--- config.mk ---
export PLATFORM = sky130hd
export DESIGN_NAME = binary32_adder_integer_flat
export DESIGN_NICKNAME = d
export VERILOG_FILES = /design/src/rtl/core/bai_pkg.sv /design/src/rtl/core/bai_if.sv /design/src/rtl/core/bai_align.sv /design/src/rtl/core/bai_addnorm.sv /design/src/rtl/core/bai_round.sv /design/src/rtl/core/binary32_adder_integer.sv /design/src/flat_wrapper.sv
export SDC_FILE = /design/constraint.sdc
export NUM_CORES = 1
export LEC_CHECK = 0
export BUFFER_PORTS_ARGS = -buffer_cell sky130_fd_sc_hd__buf_2
export CELL_PAD_IN_SITES_DETAIL_PLACEMENT = 1
export CELL_PAD_IN_SITES_GLOBAL_PLACEMENT = 2
export CORE_ASPECT_RATIO = 1.25
export CORE_MARGIN = 10
export CORE_UTILIZATION = 40
export DETAILED_ROUTE_END_ITERATION = 6
export PLACE_DENSITY = 0.87
export SLEW_MARGIN = 20
export SYNTH_ARGS = -nofsm -noshare
export SYNTH_HDL_FRONTEND = slang
export SYNTH_SLANG_ARGS = --single-unit
--- constraint.sdc ---
create_clock -name i_clk -period 32.4 [get_ports i_clk]
set_input_delay 6.48 -clock i_clk [delete_from_list [all_inputs] [get_ports i_clk]]
set_output_delay 6.48 -clock i_clk [all_outputs]
set_load 0.05 [all_outputs]
--- src/rtl/core/bai_pkg.sv ---
`timescale 1ns / 1ps
// ----------------------------------------------------------------------------
// bai_pkg
// Shared constants and pipeline stage types of the binary32 integer adder.
// ----------------------------------------------------------------------------
package bai_pkg;

    localparam logic [7:0]  C_EXP_MAX  = 8'hff;
    localparam logic [31:0] C_INF_BITS = 32'h7f80_0000;
    localparam logic [31:0] C_ZERO     = 32'h0000_0000;
    localparam int unsigned C_MAN_W    = 27;
    localparam logic [4:0]  C_SHIFT_MAX = 5'd31;

    // After unpacking and exponent compare.
    typedef struct packed {
        logic                 valid;
        logic                 special;
        logic [31:0]          spec_res;
        logic                 sa;
        logic                 sb;
        logic [C_MAN_W-1:0]   fa;
        logic [C_MAN_W-1:0]   fb;
        logic                 shift_a;
        logic [4:0]           shamt;
        logic [7:0]           expo;
    } t_unp;

    // After alignment.
    typedef struct packed {
        logic                 valid;
        logic                 special;
        logic [31:0]          spec_res;
        logic                 sa;
        logic                 sb;
        logic [C_MAN_W-1:0]   fa;
        logic [C_MAN_W-1:0]   fb;
        logic [7:0]           expo;
    } t_aln;

    // After add/subtract, and after normalization.
    typedef struct packed {
        logic                 valid;
        logic                 special;
        logic [31:0]          spec_res;
        logic                 sign;
        logic [C_MAN_W-1:0]   man;
        logic [7:0]           expo;
    } t_mag;

endpackage

--- src/rtl/core/bai_if.sv ---
`timescale 1ns / 1ps
// ----------------------------------------------------------------------------
// bai_in_if / bai_out_if
// Valid/ready channels for the operand pair and the sum.
// ----------------------------------------------------------------------------
interface bai_in_if;
    logic        valid;
    logic        ready;
    logic [31:0] a_bits;
    logic [31:0] b_bits;

    modport source (output valid, output a_bits, output b_bits, input ready);
    modport sink   (input valid, input a_bits, input b_bits, output ready);
endinterface

interface bai_out_if;
    logic        valid;
    logic        ready;
    logic [31:0] sum_bits;

    modport source (output valid, output sum_bits, input ready);
    modport sink   (input valid, input sum_bits, output ready);
endinterface

--- src/rtl/core/bai_align.sv ---
`timescale 1ns / 1ps
// ----------------------------------------------------------------------------
// bai_align
// Stages 1 and 2: unpack, special operands, exponent compare, alignment.
// ----------------------------------------------------------------------------
module bai_align
    import bai_pkg::*;
(
    input  logic        i_clk,
    input  logic        i_rst_n,
    input  logic        i_en,
    input  logic        i_valid,
    input  logic [31:0] i_a_bits,
    input  logic [31:0] i_b_bits,
    output t_aln        o_aln
);

    t_unp r_unp, n_unp;
    t_aln r_aln, n_aln;

    always_comb begin
        logic [7:0] ea, eb;
        logic [7:0] diff;
        ea = (i_a_bits[30:23] == 8'd0) ? 8'd1 : i_a_bits[30:23];
        eb = (i_b_bits[30:23] == 8'd0) ? 8'd1 : i_b_bits[30:23];

        n_unp.valid    = i_valid;
        n_unp.sa       = i_a_bits[31];
        n_unp.sb       = i_b_bits[31];
        n_unp.fa       = {(i_a_bits[30:23] != 8'd0), i_a_bits[22:0], 3'b000};
        n_unp.fb       = {(i_b_bits[30:23] != 8'd0), i_b_bits[22:0], 3'b000};
        n_unp.shift_a  = (ea < eb);
        diff           = n_unp.shift_a ? (eb - ea) : (ea - eb);
        n_unp.shamt    = (diff > 8'd31) ? C_SHIFT_MAX : diff[4:0];
        n_unp.expo     = n_unp.shift_a ? eb : ea;

        // Zero operands first, then NaN or infinity, a ahead of b.
        n_unp.special  = 1'b1;
        if (i_a_bits[30:0] == 31'd0) begin
            n_unp.spec_res = i_b_bits;
        end else if (i_b_bits[30:0] == 31'd0) begin
            n_unp.spec_res = i_a_bits;
        end else if (i_a_bits[30:23] == C_EXP_MAX) begin
            n_unp.spec_res = i_a_bits;
        end else if (i_b_bits[30:23] == C_EXP_MAX) begin
            n_unp.spec_res = i_b_bits;
        end else begin
            n_unp.special  = 1'b0;
            n_unp.spec_res = C_ZERO;
        end
    end

    always_comb begin
        n_aln.valid    = r_unp.valid;
        n_aln.special  = r_unp.special;
        n_aln.spec_res = r_unp.spec_res;
        n_aln.sa       = r_unp.sa;
        n_aln.sb       = r_unp.sb;
        n_aln.expo     = r_unp.expo;
        n_aln.fa       = r_unp.shift_a ? (r_unp.fa >> r_unp.shamt) : r_unp.fa;
        n_aln.fb       = r_unp.shift_a ? r_unp.fb : (r_unp.fb >> r_unp.shamt);
    end

    always_ff @(posedge i_clk) begin
        if (!i_rst_n) begin
            r_unp.valid <= 1'b0;
            r_aln.valid <= 1'b0;
        end else if (i_en) begin
            r_unp <= n_unp;
            r_aln <= n_aln;
        end
    end

    assign o_aln = r_aln;

endmodule

--- src/rtl/core/bai_addnorm.sv ---
`timescale 1ns / 1ps
// ----------------------------------------------------------------------------
// bai_addnorm
// Stages 3 and 4: signed magnitude add or subtract, then normalization.
// ----------------------------------------------------------------------------
module bai_addnorm
    import bai_pkg::*;
(
    input  logic i_clk,
    input  logic i_rst_n,
    input  logic i_en,
    input  t_aln i_aln,
    output t_mag o_nrm
);

    t_mag r_sum, n_sum;
    t_mag r_nrm, n_nrm;

    always_comb begin
        logic [C_MAN_W:0] total;
        logic             ge;
        total = {1'b0, i_aln.fa} + {1'b0, i_aln.fb};
        ge    = (i_aln.fa >= i_aln.fb);

        n_sum.valid    = i_aln.valid;
        n_sum.expo     = i_aln.expo;
        if (i_aln.sa == i_aln.sb) begin
            n_sum.sign = i_aln.sa;
            if (total[C_MAN_W]) begin
                // Carry out: the lowest bit is dropped.
                n_sum.man  = total[C_MAN_W:1];
                n_sum.expo = i_aln.expo + 8'd1;
            end else begin
                n_sum.man  = total[C_MAN_W-1:0];
            end
        end else begin
            n_sum.sign = ge ? i_aln.sa : i_aln.sb;
            n_sum.man  = ge ? (i_aln.fa - i_aln.fb) : (i_aln.fb - i_aln.fa);
        end

        // Exact cancellation gives plus zero.
        if (i_aln.special) begin
            n_sum.special  = 1'b1;
            n_sum.spec_res = i_aln.spec_res;
        end else if (n_sum.man == '0) begin
            n_sum.special  = 1'b1;
            n_sum.spec_res = C_ZERO;
        end else begin
            n_sum.special  = 1'b0;
            n_sum.spec_res = C_ZERO;
        end
    end

    // The shift is min(leading zeros, exponent - 1), built greedily from
    // power-of-two steps so the exponent never drops below one.
    always_comb begin
        logic [C_MAN_W-1:0] m;
        logic [7:0]         e;
        m = r_sum.man;
        e = r_sum.expo;
        if (m[26:11] == 16'd0 && e > 8'd16) begin
            m = m << 16;
            e = e - 8'd16;
        end
        if (m[26:19] == 8'd0 && e > 8'd8) begin
            m = m << 8;
            e = e - 8'd8;
        end
        if (m[26:23] == 4'd0 && e > 8'd4) begin
            m = m << 4;
            e = e - 8'd4;
        end
        if (m[26:25] == 2'd0 && e > 8'd2) begin
            m = m << 2;
            e = e - 8'd2;
        end
        if (!m[26] && e > 8'd1) begin
            m = m << 1;
            e = e - 8'd1;
        end
        n_nrm          = r_sum;
        n_nrm.man      = m;
        n_nrm.expo     = e;
    end

    always_ff @(posedge i_clk) begin
        if (!i_rst_n) begin
            r_sum.valid <= 1'b0;
            r_nrm.valid <= 1'b0;
        end else if (i_en) begin
            r_sum <= n_sum;
            r_nrm <= n_nrm;
        end
    end

    assign o_nrm = r_nrm;

endmodule

--- src/rtl/core/bai_round.sv ---
`timescale 1ns / 1ps
// ----------------------------------------------------------------------------
// bai_round
// Stage 5: round to nearest even, overflow to infinity, pack.
// ----------------------------------------------------------------------------
module bai_round
    import bai_pkg::*;
(
    input  logic        i_clk,
    input  logic        i_rst_n,
    input  logic        i_en,
    input  t_mag        i_nrm,
    output logic        o_valid,
    output logic [31:0] o_sum_bits
);

    logic        r_valid;
    logic [31:0] r_sum_bits, n_sum_bits;

    always_comb begin
        logic             up;
        logic [C_MAN_W:0] mr;
        logic [C_MAN_W-1:0] m;
        logic [8:0]       e;
        up = (i_nrm.man[2:0] > 3'd4) || (i_nrm.man[2:0] == 3'd4 && i_nrm.man[3]);
        mr = {1'b0, i_nrm.man} + (up ? 28'd8 : 28'd0);
        e  = {1'b0, i_nrm.expo};
        if (mr[C_MAN_W]) begin
            m = mr[C_MAN_W:1];
            e = e + 9'd1;
        end else begin
            m = mr[C_MAN_W-1:0];
        end

        if (i_nrm.special) begin
            n_sum_bits = i_nrm.spec_res;
        end else if (e >= {1'b0, C_EXP_MAX}) begin
            n_sum_bits = {i_nrm.sign, C_INF_BITS[30:0]};
        end else if (e == 9'd1 && !m[26]) begin
            // Subnormal result: zero exponent field.
            n_sum_bits = {i_nrm.sign, 8'd0, m[25:3]};
        end else begin
            n_sum_bits = {i_nrm.sign, e[7:0], m[25:3]};
        end
    end

    always_ff @(posedge i_clk) begin
        if (!i_rst_n) begin
            r_valid <= 1'b0;
        end else if (i_en) begin
            r_valid    <= i_nrm.valid;
            r_sum_bits <= n_sum_bits;
        end
    end

    assign o_valid    = r_valid;
    assign o_sum_bits = r_sum_bits;

endmodule

--- src/rtl/core/binary32_adder_integer.sv ---
`timescale 1ns / 1ps
// ----------------------------------------------------------------------------
// binary32_adder_integer
// Adds two binary32 bit patterns with an integer datapath.
// ----------------------------------------------------------------------------
// Five-stage pipeline: unpack and exponent compare, alignment shift,
// add/subtract, normalize, round and pack. One operand pair is accepted per
// cycle while i_in.ready is high; its sum is offered from the fifth register,
// and the whole pipeline holds as one while the output item waits, so
// i_in.ready follows o_out.ready or an empty output register.
module binary32_adder_integer
    import bai_pkg::*;
(
    input  logic            i_clk,
    input  logic            i_rst_n,
    bai_in_if.sink          i_in,
    bai_out_if.source       o_out
);

    logic en;
    t_aln aln;
    t_mag nrm;
    logic out_valid;

    assign en         = !out_valid || o_out.ready;
    assign i_in.ready = en;
    assign o_out.valid = out_valid;

    bai_align u_align (
        .i_clk    (i_clk),
        .i_rst_n  (i_rst_n),
        .i_en     (en),
        .i_valid  (i_in.valid),
        .i_a_bits (i_in.a_bits),
        .i_b_bits (i_in.b_bits),
        .o_aln    (aln)
    );

    bai_addnorm u_addnorm (
        .i_clk   (i_clk),
        .i_rst_n (i_rst_n),
        .i_en    (en),
        .i_aln   (aln),
        .o_nrm   (nrm)
    );

    bai_round u_round (
        .i_clk      (i_clk),
        .i_rst_n    (i_rst_n),
        .i_en       (en),
        .i_nrm      (nrm),
        .o_valid    (out_valid),
        .o_sum_bits (o_out.sum_bits)
    );

endmodule

--- src/flat_wrapper.sv ---
// flat-port wrapper written by rule: the top's interface ports become plain ports
module binary32_adder_integer_flat import bai_pkg::*;
  (i_clk, i_rst_n, i_in_valid, i_in_a_bits, i_in_b_bits, i_in_ready, o_out_valid, o_out_sum_bits, o_out_ready);
  bai_in_if i_in_i ();
  bai_out_if o_out_i ();
  input  logic i_clk;
  input  logic i_rst_n;
  input wire logic [$bits(i_in_i.valid)-1:0] i_in_valid;
  input wire logic [$bits(i_in_i.a_bits)-1:0] i_in_a_bits;
  input wire logic [$bits(i_in_i.b_bits)-1:0] i_in_b_bits;
  output wire logic [$bits(i_in_i.ready)-1:0] i_in_ready;
  output wire logic [$bits(o_out_i.valid)-1:0] o_out_valid;
  output wire logic [$bits(o_out_i.sum_bits)-1:0] o_out_sum_bits;
  input wire logic [$bits(o_out_i.ready)-1:0] o_out_ready;
  assign i_in_i.valid = i_in_valid;
  assign i_in_i.a_bits = i_in_a_bits;
  assign i_in_i.b_bits = i_in_b_bits;
  assign i_in_ready = i_in_i.ready;
  assign o_out_valid = o_out_i.valid;
  assign o_out_sum_bits = o_out_i.sum_bits;
  assign o_out_i.ready = o_out_ready;
  binary32_adder_integer u_core (.i_clk(i_clk), .i_rst_n(i_rst_n), .i_in(i_in_i), .o_out(o_out_i));
endmodule
==> results of run 1 <==
stage by stage:
step / hold slack (ps) / cells
2_1_floorplan: 400 / 2376
3_3_place_gp: 401 / 3123
3_5_place_dp: 405 / 3123
4_1_cts: 405 / 3189
5_1_grt: 415 / 3191
6_report: 407 / 3192
where the power goes:
group	internal (mW)	leakage, nW	switching (mW)
clock	0.243	0.584	0.186
combinational	0.139	6.00	0.261
sequential	0.586	3.64	0.0445
total	0.968	10.2	0.492
worst max-delay path, cell delays in order:
cell,delay [ps]
buf_2,100
nor2b_1,350
inv_1,200
buf_2,260
cell usage after synthesis, drive strengths merged (22+ instances only):
cell	number
ha	104
a21o	35
nor2b	27
xor2	25
nand4	32
o21ai	134
and2	49
nor2	175
nor3	56
nor4	30
edfxtp	364
inv	130
a21oi	149
clkbuf	124
nand2	217
nand3	59
o21bai	22
mux2	45
mux2i	105
o211ai	23
xnor2	53
a211oi	32
a22o	42
kinds of logic after synthesis:
family | after synthesis | share of synthesized area
fa+ha+maj | 109 | 0.0581
mux | 166 | 0.0795
xor+xnor | 78 | 0.0283
simple gates | 737 | 0.149
compound gates | 641 | 0.184
flops | 369 | 0.457
buf+inv | 276 | 0.0436
worst min-delay path by stage:
stage / end / cells after the start
2_1_floorplan: u_core.u_addnorm.o_nrm[35] / 0
3_3_place_gp: u_core.u_addnorm.o_nrm[52] / 0
3_5_place_dp: u_core.u_addnorm.o_nrm[52] / 0
4_1_cts: u_core.u_addnorm.o_nrm[67] / 0
5_1_grt: u_core.u_addnorm.o_nrm[46] / 0
6_report: u_core.u_addnorm.o_nrm[67] / 0
cell type report:
type / instances / area [um^2]
Antenna cell: 1 / 2.50
Timing Repair Buffer: 129 / 743
Clock inverter: 20 / 229
Sequential cell: 369 / 11000
Tap cell: 765 / 957
Multi-Input combinational cell: 1731 / 12100
Fill cell: 6571 / 33200
Clock buffer: 46 / 981
Inverter: 131 / 492
cell usage in the layout (no fill, tap or decap), types with 10 or more instances in the layout:
master and count:
and3_1 21, o2bb2ai_1 12, inv_1 130, nand2_1 217
a31oi_1 14, xnor2_1 52, o21a_1 20, clkbuf_16 38
o22ai_1 10, buf_4 25, or3_1 16, nor3_1 56
o221a_2 10, xor2_1 24, a21o_1 35, o21ai_0 129
nor4_1 29, ha_1 104, buf_2 101, a22o_1 42
mux2i_1 105, edfxtp_1 364, nand3_1 59, nor2_1 174
nand2b_1 16, mux4_2 16, mux2_2 42, nand4_1 32
o21bai_1 22, o211ai_1 23, a21oi_1 147, a211oi_1 30
nor2b_1 27, and2_1 47, o31ai_1 15
per-layer routing:
layer / wire, um / up-vias / GRT usage
met4: 3610 / 0 / 0.0967
met1: 32200 / 9702 / 0.259
li1: - / 8944 / -
met5: 0 / - / 0
met3: 2300 / 158 / 0.0219
met2: 41100 / 428 / 0.398
registers in the layout (all words and copies together), names as in the netlist:
signal and flops:
u_core.u_align.r_unp 54, u_core.u_addnorm.n_nrm 35, u_core.u_addnorm.o_nrm 70, u_core.u_addnorm.r_sum 35, u_core.u_align.n_aln 44, u_core.u_align.o_aln 98
u_core.u_round.o_sum_bits 32, u_core.u_round.o_valid 1
==> reports/results.ini, run 1 <==
[clock_network]
cts-htree-levels=2
clk_latency_ps=570
cts.path.max_buffers=3
numCtsBuffers=38
postCtsSetupBuffers=0
cts_num_sinks=369
cts_tree=done
root_buffer=clkbuf_16
cts_hold_buf=0
cts_resized=0
cts.clk_slew.worst_paths_ps=60

[logic_synthesis]
netlist_area_um2=24100
syn-instance-count=2376
ys_types=95
ys_ff_latch=369
synth-edff-count=364
postSynthAreaPerCell_um2=10.2
yosysSeqAreaShare=0.457
ys_async_sr_fraction=0
yosys-top-cells-area=edfxtp_1 45%, ha_1 5.4%, mux2i_1 4.4%
yosysTopAreaCell=edfxtp_1
yosys.area.top_type_share=0.453
synth_ff_type=edfxtp_1
yosysWarnings=0
syn-num-nets=2553

[floorplan]
start_util=0.404
die-area_um2=70600
row_count=100
io-pin-count=102
core_area_um2=59700
die_x_um=240
die_h_um=295

[worst_setup_path]
startpoint_type=input port
r2r_slack_ps=24200
crit_fanout=6
crit_type=in2out
worst_ep_arrival_time_ps=7400
endpoint_kind=output pin
rr_startpoint=u_core.u_addnorm.r_sum[23]
endpoint=i_in_ready
regToRegEndpoint=u_core.u_addnorm.o_nrm[25]
reg2regPathDepth=24
crit_required_ps=25920
cp-startpoint=o_out_ready

[min_path]
hold_start=u_core.u_addnorm.n_nrm[67]
min_path_type=reg2reg

[place]
dpl_worst_slack_ps=18540
port_buffers=101
placed_area_um2=25300
gp_congestion=0.916
detailed_place_hpwl_mm=60.9

[timing]
max_slew_margin=0.311
rsz0062_at_grt=false
fin_ws_ps=18520
max_freq_mhz=72.1
report.final.slew_viol_count=0
finalCritPeriodShare=0.428
fin_skew_ps=26.2
setup_tns_ps=0
finalHoldViolCount=0
worstMarginPinSlew_ps=1030
setup-violations-final=0
fin_crit_ps=13880

[global_route]
antenna_found_initial=0
grt_max_degree=90
grt_overflow=0
grt_use_total=0.220
grt_pass1_vias=19975
grt_first_pass_wirelength_mm=121

[detailed_routing]
vias_per_cell=6.03
drc=0
drt-wirelength-per-cell_um=24.8
initialDrtViolationCount=1334
num_vias=19232
drt_pre_antenna_iters=5
wl_mm=79.2
drtAntennaViolNets=0

[status]
status=finished clean

[power]
powerDensity_nw_per_um2=55.0
ir_drop_mv=0.0572
power_mw=1.46
p_leak_nw=10.2

[layout]
stdcell_area_um2=26500
area_growth_pct=9.91
fin_util=0.444
nNetsFinal=2577
drive_gt1_frac=0.114

[job]
maxCapViolCount=0

(Power assumes the default switching activity.)
==> run 2, diff against run 1 <==
clock period = 13.4 ns   (was 32.4 ns; I/O delays follow)
==> run 2 against run 1 <==
  * Register-to-register slack worse by 19000 ps
  * Non-clock buffer count is 2 lower
  * Clock power grew to 2.6 times the previous value
  * Sequential power is 140% higher
  * Count of clock-buffer cells in the layout stayed put
  * Utilization is 0.12 points higher
  * Power is 150% higher
  * Setup slack worse by 14000 ps
  * Global-route usage is 0.54 points higher
  * Final area is 0.27% higher
  * Hold slack better by 5.5 ps
  * Critical path depth is 20 higher
==> reports/results.ini, run 2 (same netlist as run 1, synthesis figures left out) <==
[timing]
fin_crit_ps=8630
setup-violations-final=0  ; unchanged
report.final.slew_viol_count=0  ; unchanged
fin_ws_ps=4770  ; -13760 ps
finalCritPeriodShare=0.644
max_freq_mhz=116
max_slew_margin=0.294  ; -0.0172
setup_tns_ps=0  ; unchanged
fin_skew_ps=31.7  ; +5.43 ps
worstMarginPinSlew_ps=1050  ; +18.7 ps
finalHoldViolCount=0  ; unchanged
rsz0062_at_grt=false

[floorplan]
die_h_um=295  ; unchanged
die-area_um2=70600  ; unchanged
core_area_um2=59700  ; unchanged
row_count=100  ; unchanged
io-pin-count=102  ; unchanged
die_x_um=240  ; unchanged
start_util=0.404  ; unchanged

[layout]
multi_input_area_um2=12100  ; +0.10%
largest_reg_flops=98  ; unchanged
fin_util=0.445  ; +0.00120
stdcell_area_um2=26600  ; +0.27%
layout_common_cells=364 x edfxtp_1, 217 x nand2_1, 174 x nor2_1, 147 x a21oi_1, 130 x inv_1
nNetsFinal=2577  ; unchanged
area_growth_pct=10.2
regArea_um2=11000  ; unchanged
num_antenna_cells=0  ; -1
final_common_cell=edfxtp_1
fillers=6570  ; -0.015%
drive_gt1_frac=0.116  ; +0.00223

[clock_network]
cts_num_sinks=369  ; unchanged
cts_resized=0  ; unchanged
cts.clk_slew.worst_paths_ps=60  ; about the same
cts_tree=done
clk_latency_ps=590  ; +20 ps
cts-htree-levels=2  ; unchanged
numCtsBuffers=40  ; +5.3%
postCtsSetupBuffers=0  ; unchanged
cts_hold_buf=0  ; unchanged
root_buffer=clkbuf_16
cts.path.max_buffers=3  ; unchanged

[worst_setup_path]
endpoint_kind=flip-flop
worst_ep_arrival_time_ps=8960  ; +1560 ps
crit_required_ps=13730  ; -12190 ps
rr_startpoint=u_core.u_addnorm.r_sum[23]
startpoint_type=flip-flop
crit_type=reg2reg
crit_fanout=54  ; +48
cp-startpoint=u_core.u_addnorm.r_sum[23]

[detailed_routing]
drtAntennaViolNets=0  ; unchanged
initialDrtViolationCount=1388  ; +4.0%
drt-wirelength-per-cell_um=25.5  ; +2.7%
drc=0  ; unchanged
num_vias=19407  ; +0.91%
wl_mm=81.4  ; +2.8%
drt_pre_antenna_iters=5  ; unchanged
vias_per_cell=6.07  ; +0.78%

[min_path]
hold_start=u_core.u_addnorm.n_nrm[61]
min_path_type=reg2reg

[global_route]
grt_first_pass_wirelength_mm=123  ; +2.3%
grt_overflow=0  ; unchanged
grt_pass1_vias=20360  ; +1.9%
grt_use_total=0.226  ; +0.00544
grt_max_degree=98  ; +8.9%
antenna_found_initial=1  ; +1

[place]
dpl_worst_slack_ps=4560  ; -13980 ps
gp_congestion=0.922  ; +0.68%
detailed_place_hpwl_mm=62.7  ; +2.8%
placed_area_um2=25300  ; about the same
port_buffers=101  ; unchanged

[power]
power_mw=3.61  ; +150%
powerDensity_nw_per_um2=136  ; +150%
ir_drop_mv=0.0981  ; +71%
p_leak_nw=10.3  ; +0.38%

[job]
maxCapViolCount=0  ; unchanged

[status]
status=finished clean

-- run 2: changes by cell type in the layout (fill, tap and decap cells not counted), sizes merged --
cell	change
inv	+2
buf	-2
diode	-1
clkinv	+4
clkinvlp	+1
-- run 2: path summary, 6_finish.rpt --
| path | to | slack (ps) | cells past startpoint |
|---|---|---|---|
| worst max-delay path | u_core.u_addnorm.o_nrm[31] | 4770 | 24 |
| worst min-delay path | u_core.u_addnorm.o_nrm[61] | 410 | 0 |
| worst max register to register | u_core.u_addnorm.o_nrm[31] | 4770 | 24 |
| worst min register to register | u_core.u_addnorm.o_nrm[61] | 410 | 0 |
-- run 2: critical path, cell delays in order, from the launching register on --
cell and delay [ps]:
edfxtp_1 430, or4_1 680, or4_1 790, o2111a_1 410, or2_1 300, a21oi_4 600, xnor2_1 250, inv_1 120
ha_1 320, nand2_1 110, a211oi_1 50, a41oi_1 220, o211ai_1 140, a21oi_1 300, o31ai_4 200, o221a_2 360
o41ai_4 330, buf_4 580, xnor2_1 260, inv_1 100, ha_1 240, nor2_1 320, o41a_1 470, buf_4 400
mux2_2 380
-- run 2: cell type report --
| type | count | share of cell area |
|---|---|---|
| clock buffers | 46 | 0.0389 |
| clock inverters | 27 | 0.0103 |
| inverters | 131 | 0.0185 |
| multi-input cells | 1731 | 0.455 |
| flip-flops and latches | 369 | 0.415 |
| well taps | 765 | 0.0360 |
| repair buffers | 127 | 0.0266 |
-- run 2: metal layers --
layer / wire length, um / track usage / vias to the layer above
li1: - / - / 8946
met4: 4050 / 0.110 / 0
met5: 0 / 0 / -
met1: 31700 / 0.254 / 9770
met2: 42700 / 0.415 / 527
met3: 2990 / 0.0250 / 164
-- run 2: metrics by stage --
step | hold slack (ps) | instances
floorplan | 400 | 2376
global placement | 402 | 3123
detailed placement | 406 | 3123
CTS | 415 | 3196
global route | 416 | 3196
finish | 412 | 3196
-- run 2: power breakdown --
part / total (mW) / leakage, nW / switching, mW / internal (mW)
clock network: 1.10 / 0.637 / 0.483 / 0.622
registers: 1.52 / 3.64 / 0.105 / 1.42
logic: 0.979 / 5.98 / 0.643 / 0.336
==> run 3, diff against run 2 <==
CORE_UTILIZATION = 38   (was 40)
clock period = 7.6 ns   (was 13.4 ns; I/O delays follow)
==> run 3 against run 2 <==
  * Register-to-register slack lost 4400 ps
  * Via count shrank 0.56%
  * Sequential power is 76% higher
  * Utilization down 2.0 points
  * Clock power up 75%
  * Sequential share of layout area is 0.30 points lower
  * Non-clock buffer count rose by 17
  * Die area increased by 4.9%
  * Critical path type unchanged
  * Largest power group unchanged
==> reports/results.ini, run 3 (same netlist as run 1, synthesis figures left out) <==
[detailed_routing]
drt_pre_antenna_iters=5  ; unchanged
initialDrtViolationCount=1413  ; +1.8%
vias_per_cell=5.88  ; -3.1%
wl_mm=80.0  ; -1.8%
drtAntennaViolNets=0  ; unchanged
num_vias=19298  ; -0.56%
drc=0  ; unchanged
drt-wirelength-per-cell_um=24.4  ; -4.3%

[job]
maxCapViolCount=0  ; unchanged

[clock_network]
root_buffer=clkbuf_16
cts.clk_slew.worst_paths_ps=60  ; about the same
cts-htree-levels=2  ; unchanged
numCtsBuffers=38  ; -5.0%
cts_tree=done
cts_num_sinks=369  ; unchanged
cts.path.max_buffers=3  ; unchanged
clk_latency_ps=570  ; -20 ps

[timing]
fin_hold_ws_ps=410  ; -2.53 ps
max_freq_mhz=139  ; +20%
finalHoldViolCount=0  ; unchanged
fin_skew_ps=21.3  ; -10.4 ps
worstMarginPinSlew_ps=1070  ; +21.0 ps
fin_ws_ps=410  ; -4360 ps
max_slew_margin=0.280  ; -0.0141
fin_crit_ps=7190  ; -1440 ps
finalCritPeriodShare=0.946  ; +0.302
report.final.slew_viol_count=0  ; unchanged
setup-violations-final=0  ; unchanged

[layout]
area_growth_pct=11.0
multi_input_area_um2=12100  ; about the same
layout_common_cells=364 x edfxtp_1, 217 x nand2_1, 174 x nor2_1, 147 x a21oi_1, 130 x inv_1
largest_reg_flops=98  ; unchanged
final_common_cell=edfxtp_1
regArea_um2=11000  ; unchanged
num_antenna_cells=0  ; unchanged
nNetsFinal=2592  ; +0.58%
drive_gt1_frac=0.122  ; +0.00608
fillers=7004  ; +6.6%

[global_route]
antenna_found_initial=2  ; +1
grt_pass1_vias=20488  ; +0.63%
grt_first_pass_wirelength_mm=123  ; -0.60%
grt_max_degree=200  ; +100%
grt_overflow=0  ; unchanged
grt_use_total=0.212  ; -0.0141

[min_path]
min_path_type=reg2reg

[worst_setup_path]
cp_top_family=simple AND/OR/NAND/NOR gates
slowest_stage=or4_1
startpoint_type=flip-flop
endpoint_kind=flip-flop
crit_required_ps=7910  ; -5820 ps
critPathBufInv=4  ; unchanged
cp_slowest_stage_delay_ps=690  ; -100 ps
crit_type=reg2reg
crit_fanout=32  ; -41%
worst_ep_arrival_time_ps=7500  ; -1460 ps

[place]
port_buffers=101  ; unchanged
gp_congestion=0.930  ; +0.87%
dpl_worst_slack_ps=203  ; -4350 ps
detailed_place_hpwl_mm=61.7  ; -1.6%

[power]
power_mw=6.34  ; +76%
p_leak_nw=10.3  ; +0.62%
ir_drop_mv=0.203  ; +110%
powerDensity_nw_per_um2=237  ; +74%

[floorplan]
row_count=103  ; +3.0%
io-pin-count=102  ; unchanged
core_area_um2=63000  ; +5.6%
die_h_um=302  ; +2.4%
start_util=0.383  ; -0.0214
die-area_um2=74000  ; +4.9%
die_x_um=245  ; +2.4%

[status]
status=finished clean

[run 3: path summary, 6_finish.rpt]
check                               endpoint  slack [ps]  depth (start not counted)                  startpoint
hold reg to reg   u_core.u_addnorm.o_nrm[39]         410                          0  u_core.u_addnorm.n_nrm[39]
setup reg to reg   u_core.u_addnorm.o_nrm[6]         410                         26  u_core.u_addnorm.r_sum[23]
hold / removal    u_core.u_addnorm.o_nrm[39]         410                          0  u_core.u_addnorm.n_nrm[39]
setup / recovery   u_core.u_addnorm.o_nrm[6]         410                         26  u_core.u_addnorm.r_sum[23]
[run 3: report_power, final]
part	switching, mW	internal (mW)	total (mW)	leakage [nW]
Clock	0.818	1.10	1.92	0.611
Combinational	1.13	0.609	1.74	6.07
Sequential	0.183	2.50	2.68	3.64
[run 3: timing repair]
item                                    CTS  global route
hold buffers                              0             0
gates resized for setup                   0             5
buffers inserted                          0             3
endpoints found under the setup margin    0            34
[run 3: stage by stage]
stage,setup TNS (ps),utilization,instances,cell area (um^2)
2_1_floorplan,0,-,2376,24100
3_3_place_gp,0,0.404,3212,25500
3_5_place_dp,0,0.404,3212,25500
4_1_cts,0,0.424,3278,26700
5_1_grt,-3.40,0.425,3281,26800
6_report,0,0.425,3281,26800
[run 3: area by class of cell]
type,count,share of cell area
well taps,840,0.0392
clock inverters,21,0.00990
multi-input cells,1731,0.451
inverters,131,0.0184
clock buffers,45,0.0376
flip-flops and latches,369,0.412
repair buffers,144,0.0317
[run 3: routing by layer]
metal | track usage | vias to the layer above | routed length, um
met5 | 0 | - | 0
met4 | 0.115 | 0 | 4520
met3 | 0.0261 | 167 | 2910
met2 | 0.380 | 489 | 41000
met1 | 0.240 | 9677 | 31500
li1 | - | 8965 | -
[run 3: worst reg2reg max path, delay by kind of cell (launching register included)]
family | cells | cell delay (ps)
XOR/XNOR | 3 | 520
adder cells (fa/ha/maj) | 2 | 570
AND/OR/NAND/NOR | 8 | 2830
AO/OA/AOI/OAI | 9 | 1900
buffers and inverters | 4 | 710
flip-flops | 1 | 420
